**src/hw/rtl/plist_pkg.sv**
```systemverilog
package plist_pkg;

    // List geometry
    localparam int CAPACITY     = 64;
    localparam int ELEMENT_BITS = 32;
    localparam int ADDR_W       = $clog2(CAPACITY);
    localparam int CNT_W        = $clog2(CAPACITY + 1);

    // Stream field widths
    localparam int ACTION_W   = 3;
    localparam int POS_W      = 7;
    localparam int DATA_W     = 32;
    localparam int STATUS_W   = 2;
    localparam int FPOS_W     = 6;
    localparam int COUNT_W    = 7;
    localparam int IN_TDATA_W  = 40;
    localparam int OUT_TDATA_W = 48;

    typedef logic [ELEMENT_BITS-1:0] elem_t;
    typedef logic [CNT_W-1:0]        cnt_t;
    typedef logic [ADDR_W-1:0]       addr_t;

    typedef enum logic [ACTION_W-1:0] {
        ACT_READ      = 3'd0,
        ACT_OVERWRITE = 3'd1,
        ACT_INSERT    = 3'd2,
        ACT_APPEND    = 3'd3,
        ACT_REMOVE    = 3'd4,
        ACT_SEARCH    = 3'd5
    } action_t;

    typedef enum logic [STATUS_W-1:0] {
        STS_OK        = 2'd0,
        STS_RANGE     = 2'd1,
        STS_FULL      = 2'd2,
        STS_NOT_FOUND = 2'd3
    } status_t;

    typedef enum logic [2:0] {
        ST_IDLE,
        ST_FETCH,
        ST_REMOVE,
        ST_INSERT,
        ST_PLACE,
        ST_SEARCH,
        ST_RESULT
    } state_t;

    // Keep the low element bits of a signed input value
    function automatic elem_t to_elem(logic [DATA_W-1:0] v);
        to_elem = elem_t'(signed'(v));
    endfunction

    // Sign-extend (or trim) a stored element to the output field
    function automatic logic [DATA_W-1:0] to_data(elem_t e);
        to_data = DATA_W'(signed'(e));
    endfunction

endpackage

```
**src/hw/rtl/positional_list_engine_top.sv**
```systemverilog
// Positional list engine: a bounded list of up to 64 signed elements held in a
// single-port-write, single-port-read synchronous RAM. Each request item on the
// slave stream reads, overwrites, inserts, appends, removes or searches, and
// yields exactly one result item on the master stream carrying the status, the
// returned element, the found position, the element count after the operation
// and an empty flag. Requests are worked one at a time and tready is high only
// while the engine is idle; a finished result sits in the output register, so
// the next request is taken while that result waits. Append, insert at the
// end, a rejected request and an unused action go straight to the result;
// read, overwrite and remove first fetch the element, and remove then moves
// any later entries down; insert inside the list moves the entries from the
// top down to the position up and then places the value; search scans from
// position 0 to a match or the end of the list. The shift and scan loops move
// one RAM entry per cycle, so the RAM port sets the worst case.
// Entries of the RAM are never cleared; only positions below the count are read.
module positional_list_engine_top (
    input  logic                               clk,
    input  logic                               rst_n,
    // Request stream
    input  logic                               s_axis_tvalid,
    output logic                               s_axis_tready,
    // tdata, from bit 0: position[6:0], value[38:7], zero pad[39]
    input  logic [plist_pkg::IN_TDATA_W-1:0]   s_axis_tdata,
    // tuser, from bit 0: action[2:0]
    input  logic [plist_pkg::ACTION_W-1:0]     s_axis_tuser,
    // Result stream
    output logic                               m_axis_tvalid,
    input  logic                               m_axis_tready,
    // tdata, from bit 0: data_out[31:0], found_position[37:32],
    // list_count[44:38], list_empty[45], zero pad[47:46]
    output logic [plist_pkg::OUT_TDATA_W-1:0]  m_axis_tdata,
    // tuser, from bit 0: status[1:0]
    output logic [plist_pkg::STATUS_W-1:0]     m_axis_tuser
);

    // Control state
    plist_pkg::state_t  state_reg, state_next;
    plist_pkg::cnt_t    count_reg, count_next;
    plist_pkg::cnt_t    idx_reg, idx_next;
    logic               m_valid_reg, m_valid_next;

    // Request and pending result payload
    plist_pkg::action_t act_reg, act_next;
    plist_pkg::cnt_t    pos_reg, pos_next;
    plist_pkg::elem_t   val_reg, val_next;
    plist_pkg::status_t res_status_reg, res_status_next;
    logic [plist_pkg::DATA_W-1:0] res_data_reg, res_data_next;
    logic [plist_pkg::FPOS_W-1:0] res_fpos_reg, res_fpos_next;

    // Output register payload
    plist_pkg::status_t out_status_reg, out_status_next;
    logic [plist_pkg::DATA_W-1:0]  out_data_reg, out_data_next;
    logic [plist_pkg::FPOS_W-1:0]  out_fpos_reg, out_fpos_next;
    logic [plist_pkg::COUNT_W-1:0] out_count_reg, out_count_next;
    logic                          out_empty_reg, out_empty_next;

    // Element RAM port
    logic               ram_we;
    plist_pkg::addr_t   ram_waddr;
    plist_pkg::elem_t   ram_wdata;
    plist_pkg::addr_t   ram_raddr;
    plist_pkg::elem_t   ram_rdata;

    // Request fields
    plist_pkg::action_t in_act;
    plist_pkg::cnt_t    in_pos;
    plist_pkg::elem_t   in_val;

    assign in_act = plist_pkg::action_t'(s_axis_tuser);
    assign in_pos = plist_pkg::cnt_t'(s_axis_tdata[plist_pkg::POS_W-1:0]);
    assign in_val = plist_pkg::to_elem(
        s_axis_tdata[plist_pkg::POS_W+plist_pkg::DATA_W-1:plist_pkg::POS_W]);

    plist_ram #(
        .DEPTH (plist_pkg::CAPACITY),
        .WIDTH (plist_pkg::ELEMENT_BITS)
    ) u_ram (
        .clk   (clk),
        .we    (ram_we),
        .waddr (ram_waddr),
        .wdata (ram_wdata),
        .raddr (ram_raddr),
        .rdata (ram_rdata)
    );

    always_ff @(posedge clk or negedge rst_n)
    begin
        if (!rst_n)
        begin
            state_reg   <= plist_pkg::ST_IDLE;
            count_reg   <= '0;
            idx_reg     <= '0;
            m_valid_reg <= 1'b0;
        end
        else
        begin
            state_reg   <= state_next;
            count_reg   <= count_next;
            idx_reg     <= idx_next;
            m_valid_reg <= m_valid_next;
        end
    end

    always_ff @(posedge clk)
    begin
        act_reg        <= act_next;
        pos_reg        <= pos_next;
        val_reg        <= val_next;
        res_status_reg <= res_status_next;
        res_data_reg   <= res_data_next;
        res_fpos_reg   <= res_fpos_next;
        out_status_reg <= out_status_next;
        out_data_reg   <= out_data_next;
        out_fpos_reg   <= out_fpos_next;
        out_count_reg  <= out_count_next;
        out_empty_reg  <= out_empty_next;
    end

    always_comb
    begin
        state_next      = state_reg;
        count_next      = count_reg;
        idx_next        = idx_reg;
        act_next        = act_reg;
        pos_next        = pos_reg;
        val_next        = val_reg;
        res_status_next = res_status_reg;
        res_data_next   = res_data_reg;
        res_fpos_next   = res_fpos_reg;
        out_status_next = out_status_reg;
        out_data_next   = out_data_reg;
        out_fpos_next   = out_fpos_reg;
        out_count_next  = out_count_reg;
        out_empty_next  = out_empty_reg;
        // drop the output item once the sink takes it
        m_valid_next    = m_valid_reg & ~m_axis_tready;
        ram_we          = 1'b0;
        ram_waddr       = idx_reg[plist_pkg::ADDR_W-1:0];
        ram_wdata       = ram_rdata;
        ram_raddr       = '0;
        s_axis_tready   = (state_reg == plist_pkg::ST_IDLE);

        unique case (state_reg)
            plist_pkg::ST_IDLE:
            begin
                if (s_axis_tvalid)
                begin
                    act_next        = in_act;
                    pos_next        = in_pos;
                    val_next        = in_val;
                    res_status_next = plist_pkg::STS_OK;
                    res_data_next   = '0;
                    res_fpos_next   = '0;
                    state_next      = plist_pkg::ST_RESULT;
                    unique case (in_act) inside
                        plist_pkg::ACT_READ, plist_pkg::ACT_OVERWRITE,
                        plist_pkg::ACT_REMOVE:
                        begin
                            if (in_pos >= count_reg)
                            begin
                                res_status_next = plist_pkg::STS_RANGE;
                            end
                            else
                            begin
                                ram_raddr  = in_pos[plist_pkg::ADDR_W-1:0];
                                state_next = plist_pkg::ST_FETCH;
                            end
                        end
                        plist_pkg::ACT_INSERT:
                        begin
                            if (in_pos > count_reg)
                            begin
                                res_status_next = plist_pkg::STS_RANGE;
                            end
                            else if (count_reg == plist_pkg::cnt_t'(plist_pkg::CAPACITY))
                            begin
                                res_status_next = plist_pkg::STS_FULL;
                            end
                            else if (in_pos == count_reg)
                            begin
                                ram_we     = 1'b1;
                                ram_waddr  = in_pos[plist_pkg::ADDR_W-1:0];
                                ram_wdata  = in_val;
                                count_next = plist_pkg::cnt_t'(count_reg + 1'b1);
                            end
                            else
                            begin
                                // shift up from the top entry
                                ram_raddr  = plist_pkg::addr_t'(count_reg - 1'b1);
                                idx_next   = count_reg;
                                state_next = plist_pkg::ST_INSERT;
                            end
                        end
                        plist_pkg::ACT_APPEND:
                        begin
                            if (count_reg == plist_pkg::cnt_t'(plist_pkg::CAPACITY))
                            begin
                                res_status_next = plist_pkg::STS_FULL;
                            end
                            else
                            begin
                                ram_we     = 1'b1;
                                ram_waddr  = count_reg[plist_pkg::ADDR_W-1:0];
                                ram_wdata  = in_val;
                                count_next = plist_pkg::cnt_t'(count_reg + 1'b1);
                            end
                        end
                        plist_pkg::ACT_SEARCH:
                        begin
                            if (count_reg == '0)
                            begin
                                res_status_next = plist_pkg::STS_NOT_FOUND;
                            end
                            else
                            begin
                                ram_raddr  = '0;
                                idx_next   = '0;
                                state_next = plist_pkg::ST_SEARCH;
                            end
                        end
                        default:
                        begin
                            // unused actions: report ok, change nothing
                        end
                    endcase
                end
            end

            plist_pkg::ST_FETCH:
            begin
                res_data_next = plist_pkg::to_data(ram_rdata);
                state_next    = plist_pkg::ST_RESULT;
                unique case (act_reg) inside
                    plist_pkg::ACT_OVERWRITE:
                    begin
                        ram_we    = 1'b1;
                        ram_waddr = pos_reg[plist_pkg::ADDR_W-1:0];
                        ram_wdata = val_reg;
                    end
                    plist_pkg::ACT_REMOVE:
                    begin
                        if (plist_pkg::cnt_t'(pos_reg + 1'b1) < count_reg)
                        begin
                            ram_raddr  = plist_pkg::addr_t'(pos_reg + 1'b1);
                            idx_next   = pos_reg;
                            state_next = plist_pkg::ST_REMOVE;
                        end
                        else
                        begin
                            count_next = plist_pkg::cnt_t'(count_reg - 1'b1);
                        end
                    end
                    default:
                    begin
                        // plain read: the old element is the result
                    end
                endcase
            end

            plist_pkg::ST_REMOVE:
            begin
                // move entry idx+1 down to idx, fetching the next one ahead
                ram_we = 1'b1;
                if (plist_pkg::cnt_t'(idx_reg + 2'd2) < count_reg)
                begin
                    ram_raddr = plist_pkg::addr_t'(idx_reg + 2'd2);
                    idx_next  = plist_pkg::cnt_t'(idx_reg + 1'b1);
                end
                else
                begin
                    count_next = plist_pkg::cnt_t'(count_reg - 1'b1);
                    state_next = plist_pkg::ST_RESULT;
                end
            end

            plist_pkg::ST_INSERT:
            begin
                // move entry idx-1 up to idx, fetching the one below ahead
                ram_we = 1'b1;
                if (plist_pkg::cnt_t'(idx_reg - 1'b1) > pos_reg)
                begin
                    ram_raddr = plist_pkg::addr_t'(idx_reg - 2'd2);
                    idx_next  = plist_pkg::cnt_t'(idx_reg - 1'b1);
                end
                else
                begin
                    state_next = plist_pkg::ST_PLACE;
                end
            end

            plist_pkg::ST_PLACE:
            begin
                ram_we     = 1'b1;
                ram_waddr  = pos_reg[plist_pkg::ADDR_W-1:0];
                ram_wdata  = val_reg;
                count_next = plist_pkg::cnt_t'(count_reg + 1'b1);
                state_next = plist_pkg::ST_RESULT;
            end

            plist_pkg::ST_SEARCH:
            begin
                if (ram_rdata == val_reg)
                begin
                    res_status_next = plist_pkg::STS_OK;
                    res_fpos_next   = idx_reg[plist_pkg::FPOS_W-1:0];
                    state_next      = plist_pkg::ST_RESULT;
                end
                else if (plist_pkg::cnt_t'(idx_reg + 1'b1) < count_reg)
                begin
                    ram_raddr = plist_pkg::addr_t'(idx_reg + 1'b1);
                    idx_next  = plist_pkg::cnt_t'(idx_reg + 1'b1);
                end
                else
                begin
                    res_status_next = plist_pkg::STS_NOT_FOUND;
                    state_next      = plist_pkg::ST_RESULT;
                end
            end

            plist_pkg::ST_RESULT:
            begin
                // hold the result until the output register is free
                if (!m_valid_reg || m_axis_tready)
                begin
                    out_status_next = res_status_reg;
                    out_data_next   = res_data_reg;
                    out_fpos_next   = res_fpos_reg;
                    out_count_next  = plist_pkg::COUNT_W'(count_reg);
                    out_empty_next  = (count_reg == '0);
                    m_valid_next    = 1'b1;
                    state_next      = plist_pkg::ST_IDLE;
                end
            end

            default:
            begin
                state_next = plist_pkg::ST_IDLE;
            end
        endcase
    end

    assign m_axis_tvalid = m_valid_reg;
    assign m_axis_tuser  = out_status_reg;
    assign m_axis_tdata  = {2'b00, out_empty_reg, out_count_reg, out_fpos_reg, out_data_reg};

endmodule

```
**src/hw/rtl/plist_ram.sv**
```systemverilog
module plist_ram #(
    parameter int DEPTH = 64,
    parameter int WIDTH = 32
) (
    input  logic                     clk,
    input  logic                     we,
    input  logic [$clog2(DEPTH)-1:0] waddr,
    input  logic [WIDTH-1:0]         wdata,
    input  logic [$clog2(DEPTH)-1:0] raddr,
    output logic [WIDTH-1:0]         rdata
);

    logic [WIDTH-1:0] mem [DEPTH];

    always_ff @(posedge clk)
    begin
        if (we)
        begin
            mem[waddr] <= wdata;
        end
    end

    // Registered read
    always_ff @(posedge clk)
    begin
        rdata <= mem[raddr];
    end

endmodule

```
**config.mk**
```make
export PLATFORM = sky130hd
export DESIGN_NAME = positional_list_engine_top
export DESIGN_NICKNAME = d
export VERILOG_FILES = /design/src/hw/rtl/plist_pkg.sv /design/src/hw/rtl/positional_list_engine_top.sv /design/src/hw/rtl/plist_ram.sv
export SDC_FILE = /design/constraint.sdc
export NUM_CORES = 2
export LEC_CHECK = 0
export BUFFER_PORTS_ARGS = -buffer_cell sky130_fd_sc_hd__buf_2
export CAP_MARGIN = 30
export CELL_PAD_IN_SITES_DETAIL_PLACEMENT = 2
export CELL_PAD_IN_SITES_GLOBAL_PLACEMENT = 2
export CORE_MARGIN = 2
export CORE_UTILIZATION = 45
export DETAILED_ROUTE_END_ITERATION = 6
export PLACE_DENSITY_LB_ADDON = 0.12
export SLEW_MARGIN = 5
export SYNTH_ARGS = -nofsm -noshare
export SYNTH_HDL_FRONTEND = slang
export SYNTH_HIERARCHICAL = 1
export SYNTH_SLANG_ARGS = --single-unit
```
**constraint.sdc**
```tcl
create_clock -name clk -period 5 [get_ports clk]
set_input_delay 1.25 -clock clk [delete_from_list [all_inputs] [get_ports clk]]
set_output_delay 1.25 -clock clk [all_outputs]
set_load 0.005 [all_outputs]
```
Word level (Yosys, flattened, before mapping)
Memories as Yosys holds them, arrays and structs flattened. A register that Yosys moved wholly into a read port is not among the register bits.
Index checks and enable logic that the tools add are counted.
{ "word_totals": {"reg_bits": 148, "mem_bits_rw": 2048, "input_bits": 47, "wordCells": 180, "mem_count": 1} }
{ "mem_list": {"columns": ["name", "depth", "width", "rd", "rd_ports_with_merged_regs", "write_ports", "line", "text"], "rows": [
  ["u_ram.mem", 64, 32, 1, 1, 1, "plist_ram.sv:13", "logic [WIDTH-1:0] mem [DEPTH];"]
]} }
{ "classes": {"n_addsub": 7, "n_lt_le_gt_ge": 6, "eq_ne": 37, "muxes": 93, "bitwise": 2, "n_reduce_logical": 19} }
{ "ops": {"columns": ["operator", "n"], "rows": [
  ["32-bit 2-to-1 mux", 7],
  ["7-bit 2-to-1 mux", 19],
  ["32-bit case mux with 2 select lines", 2],
  ["6-bit 2-to-1 mux", 19],
  ["32-bit case mux with 3 select lines", 1],
  ["3-bit 2-to-1 mux", 12],
  ["6-bit case mux with 2 select lines", 3],
  ["7-bit case mux with 5 select lines", 1],
  ["32-bit equality test", 1],
  ["6-bit case mux with 5 select lines", 1],
  ["7-bit case mux with 2 select lines", 2],
  ["7-bit case mux with 4 select lines", 1],
  ["2-bit inequality test (second input constant)", 12],
  ["7-bit by 1-bit adder with 7-bit output (second input constant)", 3],
  ["7-bit less-than comparator", 3],
  ["3-bit case mux with 7 select lines", 1],
  ["3-bit equality test (second input constant)", 6],
  ["3-bit inequality test (second input constant)", 6],
  ["6-bit case mux with 3 select lines", 1],
  ["7-bit greater-than comparator", 2],
  ["2-bit 2-to-1 mux", 7],
  ["7-bit by 1-bit subtractor with 7-bit output (second input constant)", 2],
  ["13-bit AND reduction", 1],
  ["3-bit by 2-bit equality test with 1-bit output (second input constant)", 4],
  ["other kinds (28)", 47]
]} }

Longest topological paths before layout
{ "depth": {"depth_word": 9, "mapped_depth": 24} }

Hierarchy
The synthesis kept the hierarchy.
{ "modules_own_cells": {"columns": ["module", "n_inst", "cells_per_inst", "area_per_inst_um2", "seq_area_each_um2"], "rows": [
  ["plist_ram", 1, 3511, 79039.6, 62139.6],
  ["positional_list_engine_top", 1, 896, 9160.0, 4354.2]
]} }

Least setup slack after synthesis
No wires, ideal clock.
{ "synth_timing": {"path_type": "input to register", "start": "in s_axis_tdata[5] in the netlist's numbering", "end": "mem u_ram.mem[28][0] (enable)", "arrival_time_ns": 5.107, "setup_slack_ns": -0.528, "path_stages": 11, "path_cell_list": "ha_1 nand4_1 nor3_2 a22oi_1 a211o_1 o211ai_1 clkbuf_1 or3b_2 or2_2 clkbuf_1 nor2_1"} }
{ "synth_between": {"elab_cells_between_ends": 16} }
{ "synth_lines": {"columns": ["item", "line", "text"], "rows": [
  ["start: declaration", "positional_list_engine_top.sv:23", "input logic [plist_pkg::IN_TDATA_W-1:0] s_axis_tdata,"],
  ["parallel branches: the longest is 3 deep, another holds 7-bit greater-than comparator", null, null],
  ["6-bit 2-to-1 mux *", "positional_list_engine_top.sv:171", "if (in_pos > count_reg)"],
  ["6-bit case mux with 2 select lines *", "positional_list_engine_top.sv:155", "unique case (in_act) inside"],
  ["6-bit 2-to-1 mux *", "positional_list_engine_top.sv:146", "if (s_axis_tvalid)"],
  ["6-bit case mux with 3 select lines *", "positional_list_engine_top.sv:143", "unique case (state_reg)"],
  ["net ram_waddr[2]", "positional_list_engine_top.sv:59", "plist_pkg::addr_t ram_waddr;"],
  ["end: declaration", "plist_ram.sv:13", null]
]} }
Mark *: on every way through the listed nets, which the timed path passes.

Final worst setup path
{ "layout_timing": {"start": "reg idx_reg[1]", "end": "reg u_ram.rdata[8], read port of u_ram.mem"} }
{ "layout_between": {"elab_chain_cells": 5, "elab_cells_between_ends": 12} }
{ "layout_lines": {"columns": ["item", "line", "text"], "rows": [
  ["start: declaration", "positional_list_engine_top.sv:39", "plist_pkg::cnt_t idx_reg, idx_next;"],
  ["start signal: assignment", "positional_list_engine_top.sv:99", "idx_reg <= idx_next;"],
  ["7-bit by 1-bit adder with 7-bit output", "positional_list_engine_top.sv:308", "else if (plist_pkg::cnt_t'(idx_reg + 1'b1) < count_reg)"],
  ["7-bit less-than comparator", "positional_list_engine_top.sv:308", null],
  ["6-bit 2-to-1 mux", "positional_list_engine_top.sv:308", null],
  ["6-bit 2-to-1 mux", "positional_list_engine_top.sv:302", "if (ram_rdata == val_reg)"],
  ["6-bit case mux with 5 select lines *", "positional_list_engine_top.sv:143", null],
  ["net ram_raddr[1]", "positional_list_engine_top.sv:61", "plist_pkg::addr_t ram_raddr;"],
  ["end: declaration", "plist_ram.sv:10", "output logic [WIDTH-1:0] rdata"]
]} }
The timed path passes the listed nets; every way through them passes the cells marked *.
A chain may end at the register's enable or synchronous reset.

==> summary.md <==
| Metric | Value |
|---|---|
| DR top layer | `met5` |
| Run status | `finished, violations left` |
| Top cell type's share of synthesized area | `74.2%` |
| Cell chain of the critical path | `ha_2, nand4_1, xnor2_2, ha_1, a2111oi_2, o21ai_1, buf_4, a211oi_4, buf_4, a22o_1, a221o_4, buf_12, buf_12, buf_16, buf_12, nand2b_1, buf_8, o22ai_1, nor2_1, nand2_1, a21oi_1` |
| Number of routed nets with antenna violations | `0` |
| Flops & latches, synth | `approximately 2,200` |
| Cell repeated most along the worst path | `sky130_fd_sc_hd__buf_12` |
| Global route total overflow | `0` |
| Pin count of the biggest net entering global routing | `65` |
| DP HPWL | `191,000 um` |
| Share of the clock period used by the worst path | `100%` |
| Layout Nets | `around 5,300` |
| Iter 0 DRT Violations | `6,552` |
| Ys flop type | `sky130_fd_sc_hd__edfxtp_1` |
| Fillers | `around 16,000` |
| Average wire per standard cell | `between 40 and 50 um` |
| Number of global-route vias before repair | `approximately 54,000` |
| Initial standard-cell utilization of the core | `between 40% and 50%` |
| Final weighted congestion of routability-driven global placement | `between 0.8 and 0.9` |
| Synth area leader | `sky130_fd_sc_hd__edfxtp_1` |
| Mean area per synthesized cell | `around 20 um^2` |
| Final slew viol count | `0` |
| Met2 wire length | `around 160,000 um` |
| Setup crit start kind | `flip-flop` |
| Sum of internal, switching and leakage power | `between 90 and 100 mW` |
| Initial antenna violation count | `20` |
| Fraction of layout instances using a drive strength above 1 | `between 30% and 40%` |
| Required time worst endpoint | `5.80 ns` |
| Achievable frequency | `~200 MHz` |
| Number of sinks driven by the clock tree | `2,228` |
| Worst setup EP type | `flip-flop` |
| Routed metal-1 wire length | `about 130,000 um` |
| Flip-flop count of the largest register, all copies and words added | `~2,000` |
| Largest clock skew in the final design | `between 0.05 and 0.06 ns` |
| Number of vias per cell after detailed routing | `6.44` |
| Netlist area before placement | `88,200 um^2` |
| Register with the most flip-flops | `u_ram/mem` |
| Cell class contributing the biggest share of worst-path delay | `compound AO/OA/AOI/OAI gates` |
| Post-synth ARST share | `0.808%` |
| CTS H-tree lvls | `4` |
| Rel. slew slack | `34.3%` |
| Endpoints failing hold | `0` |
| R2r setup slk | `-0.005 ns` |
| Most used standard cell by instance count after synthesis | `sky130_fd_sc_hd__edfxtp_1` |
| Slowest Stage Delay on Critical Path | `between 0.4 and 0.5 ns` |
| Violations in the final reports | `negative setup slack` |
| Overall Global Routing Usage | `between 30% and 40%` |
| I/O Pins | `99` |
| Final critical path time including I/O delays and setup | `~5 ns` |
| Clock transition at path regs | `approximately 0.070 ns` |
| Clock tree from TritonCTS | `yes` |
| Horizontal die dimension | `roughly 450 um` |
| Final cell count without fillers | `8,033` |
| Min-delay worst type | `in -> async` |
| Transition time of the tightest slew-check pin | `about 1 ns` |
| Placed instance count | `roughly 7,500` |
| Number of CTS-inserted buffers | `around 230` |
| Root buf cell | `sky130_fd_sc_hd__clkbuf_16` |
| Remaining design rule violation count | `0` |
| Post-synth top cells | `sky130_fd_sc_hd__edfxtp_1 (2,178), sky130_fd_sc_hd__mux4_2 (446), sky130_fd_sc_hd__mux2i_1 (196), sky130_fd_sc_hd__nor2_1 (166), sky130_fd_sc_hd__a22oi_1 (142)` |
| Final setup viols | `1` |
| Die height | `around 450 um` |
| Crit path DAT | `just under 6 ns` |
| Worst-Skew Late Latency | `approximately 0.91 ns` |
| TritonRoute pass-1 iters | `6` |
| Setup Slack @ Placement | `-0.773 ns` |
| EDFF count, synth | `between 2,000 and 2,500` |
| Power per cell area | `around 830 nW/um^2` |
| Layout Area Growth over Synthesis | `23.3%` |
| Global-route wire length before repair | `roughly 450,000 um` |
| Instance count on the critical path | `21` |
| Crit Reg-Reg Endpoint | `u_ram/rdata[8]` |
| Unrepaired setup endpoints after global routing | `yes` |
| Bufs on Longest Clock Path | `3` |
| Startpoint of the worst-slack reg-to-reg timing path | `idx_reg[1]` |
| Count of buffers inserted at the top-level ports | `95` |
| Type of the worst setup path | `reg -> reg` |
| Highest net fanout along the worst path | `13` |
| Critical path capture point | `u_ram/rdata[8]` |
| Worst Reg-to-Reg Cells | `21` |
| Maximum ir drop on the vdd rail | `between 0.7 and 0.8 mV` |
| Sequential share of the synthesized area | `around 75%` |
| Cells after synthesis | `between 4,000 and 5,000` |
| Detailed-routed wire length on met3 | `26,200 um` |
| Number of library cell types mapped by synthesis | `90` |
| Cell types with the largest area share after synthesis | `sky130_fd_sc_hd__edfxtp_1 (74%), sky130_fd_sc_hd__mux4_2 (11%), sky130_fd_sc_hd__mux2i_1 (2.2%), sky130_fd_sc_hd__a22oi_1 (1.2%), sky130_fd_sc_hd__dfxtp_1 (0.73%)` |
| Critical path startpoint | `idx_reg[1]` |
| Core Footprint | `195,000 um^2` |
| Crit path max-delay cell type | `sky130_fd_sc_hd__dfrtp_2` |
| # rows | `162` |
| LEAKAGE | `35.0 nW` |
| Vias | `51,800` |
| Post-route setup slack | `-0.00495 ns` |
| Sum of routed wire length over all layers | `330,000 um` |
| Die ar. | `~200,000 um^2` |
| Worst path buffer plus inverter count | `7` |
| Maxcap violations | `0` |
| Yosys warnings | `6` |
==> final cells by class <==
type	count	area [um^2]	area share (%)
inverters	29	113	0.104
multi-input cells	1888	22000	20.3
repair buffers	827	9410	8.65
clock inverters	139	1330	1.22
diodes	8	20.0	0.0184
flip-flops and latches	2228	66500	61.2
well taps	2624	3280	3.02
clock buffers	290	6040	5.56
==> where the power goes <==
group / internal, mW / switching (mW) / total [mW]
registers: 27.6 / 1.11 / 28.7
clock network: 9.67 / 7.87 / 17.5
logic: 16.8 / 27.5 / 44.3
total: 54.1 / 36.5 / 90.5
==> cell usage in the layout, fill, tap and decap left out, types with 22 or more instances in the layout <==
| master | netlist | final |
|---|---|---|
| sky130_fd_sc_hd__a21oi_4 | 0 | 29 |
| sky130_fd_sc_hd__o21ai_1 | 38 | 45 |
| sky130_fd_sc_hd__a22oi_1 | 142 | 112 |
| sky130_fd_sc_hd__clkbuf_1 | 101 | 54 |
| sky130_fd_sc_hd__clkbuf_16 | 0 | 242 |
| sky130_fd_sc_hd__inv_1 | 24 | 22 |
| sky130_fd_sc_hd__buf_6 | 32 | 39 |
| sky130_fd_sc_hd__clkinv_1 | 0 | 60 |
| sky130_fd_sc_hd__a21oi_1 | 114 | 74 |
| sky130_fd_sc_hd__a221oi_1 | 32 | 31 |
| sky130_fd_sc_hd__nor2_1 | 166 | 90 |
| sky130_fd_sc_hd__dfxtp_1 | 32 | 32 |
| sky130_fd_sc_hd__mux2i_1 | 196 | 168 |
| sky130_fd_sc_hd__a22oi_2 | 0 | 30 |
| sky130_fd_sc_hd__ha_1 | 40 | 36 |
| sky130_fd_sc_hd__nor2_4 | 1 | 67 |
| sky130_fd_sc_hd__mux4_2 | 446 | 446 |
| sky130_fd_sc_hd__nand3_1 | 65 | 45 |
| sky130_fd_sc_hd__clkinv_2 | 0 | 42 |
| sky130_fd_sc_hd__buf_2 | 73 | 95 |
| sky130_fd_sc_hd__o22ai_1 | 44 | 29 |
| sky130_fd_sc_hd__xor2_1 | 41 | 40 |
| sky130_fd_sc_hd__edfxtp_1 | 2178 | 2178 |
| sky130_fd_sc_hd__buf_4 | 32 | 444 |
| sky130_fd_sc_hd__buf_12 | 3 | 203 |
| sky130_fd_sc_hd__and3_1 | 41 | 40 |
| sky130_fd_sc_hd__o21ai_0 | 65 | 53 |
| sky130_fd_sc_hd__nand2_1 | 97 | 82 |
| sky130_fd_sc_hd__bufinv_16 | 0 | 22 |
==> worst reg2reg max path: stages, from the launching register on <==
cell	delay (ns)
sky130_fd_sc_hd__dfrtp_2	0.47
sky130_fd_sc_hd__ha_2	0.23
sky130_fd_sc_hd__nand4_1	0.16
sky130_fd_sc_hd__xnor2_2	0.19
sky130_fd_sc_hd__ha_1	0.33
sky130_fd_sc_hd__a2111oi_2	0.30
sky130_fd_sc_hd__o21ai_1	0.11
sky130_fd_sc_hd__buf_4	0.17
sky130_fd_sc_hd__a211oi_4	0.27
sky130_fd_sc_hd__buf_4	0.19
sky130_fd_sc_hd__a22o_1	0.22
sky130_fd_sc_hd__a221o_4	0.29
sky130_fd_sc_hd__buf_12	0.18
sky130_fd_sc_hd__buf_12	0.20
sky130_fd_sc_hd__buf_16	0.19
sky130_fd_sc_hd__buf_12	0.18
sky130_fd_sc_hd__nand2b_1	0.23
sky130_fd_sc_hd__buf_8	0.22
sky130_fd_sc_hd__o22ai_1	0.13
sky130_fd_sc_hd__nor2_1	0.20
sky130_fd_sc_hd__nand2_1	0.22
sky130_fd_sc_hd__a21oi_1	0.27
==> kinds of logic (layout without fill, tap and decap cells) <==
kind of cell               count (synthesis)  in the layout  share of synthesized area, %
DFF                                     2228           2228                          75.4
other                                      1             10                       0.00425
buffers and inverters                    292           1285                          1.88
adders and majority gates                 40             40                         0.567
xor gates and xnor gates                  63             63                         0.626
AOI/OAI and AO/OA                        636            636                          5.01
muxes                                    649            649                          13.7
and+or+nand+nor                          498            498                          2.80
==> repair_timing <==
action,in CTS,in global routing
cloned,4,12
hold buffers,0,0
hold endpoints to repair,0,0
gates resized for setup,114,228
pin swaps,18,51
buffers inserted,31,86
setup endpoints to repair,32,32
==> how the worst min path moves through the flow <==
stage / start / to / slack (ns) / cells after the start
2_1_floorplan: res_status_reg[0] / m_axis_tuser[0] / 0.40 / 0
3_3_place_gp: res_data_reg[26] / out_data_reg[26] / 0.40 / 0
3_5_place_dp: res_fpos_reg[1] / out_fpos_reg[1] / 0.41 / 0
4_1_cts: rst_n / idx_reg[4] / 0.34 / 1
5_1_grt: rst_n / state_reg[2] / 0.39 / 1
6_report: rst_n / state_reg[0] / 0.38 / 1
==> per-stage QoR <==
step	TNS, ns	util [%]	cell area (um^2)	hold slack (ns)
2_1_floorplan	-181.90	-	88300	0.400
3_3_place_gp	-43.52	50.5	98400	0.401
3_5_place_dp	-114.41	50.5	98400	0.406
4_1_cts	0	54.7	107000	0.342
5_1_grt	-2.82	55.8	109000	0.386
6_report	-0.00495	55.8	109000	0.375
==> metal layers <==
layer	track usage, %	vias to the layer above
li1	-	20000
met4	11.8	8
met3	5.00	641
met1	43.0	28200
met5	0	-
met2	54.2	2900
(Power assumes the default switching activity.)
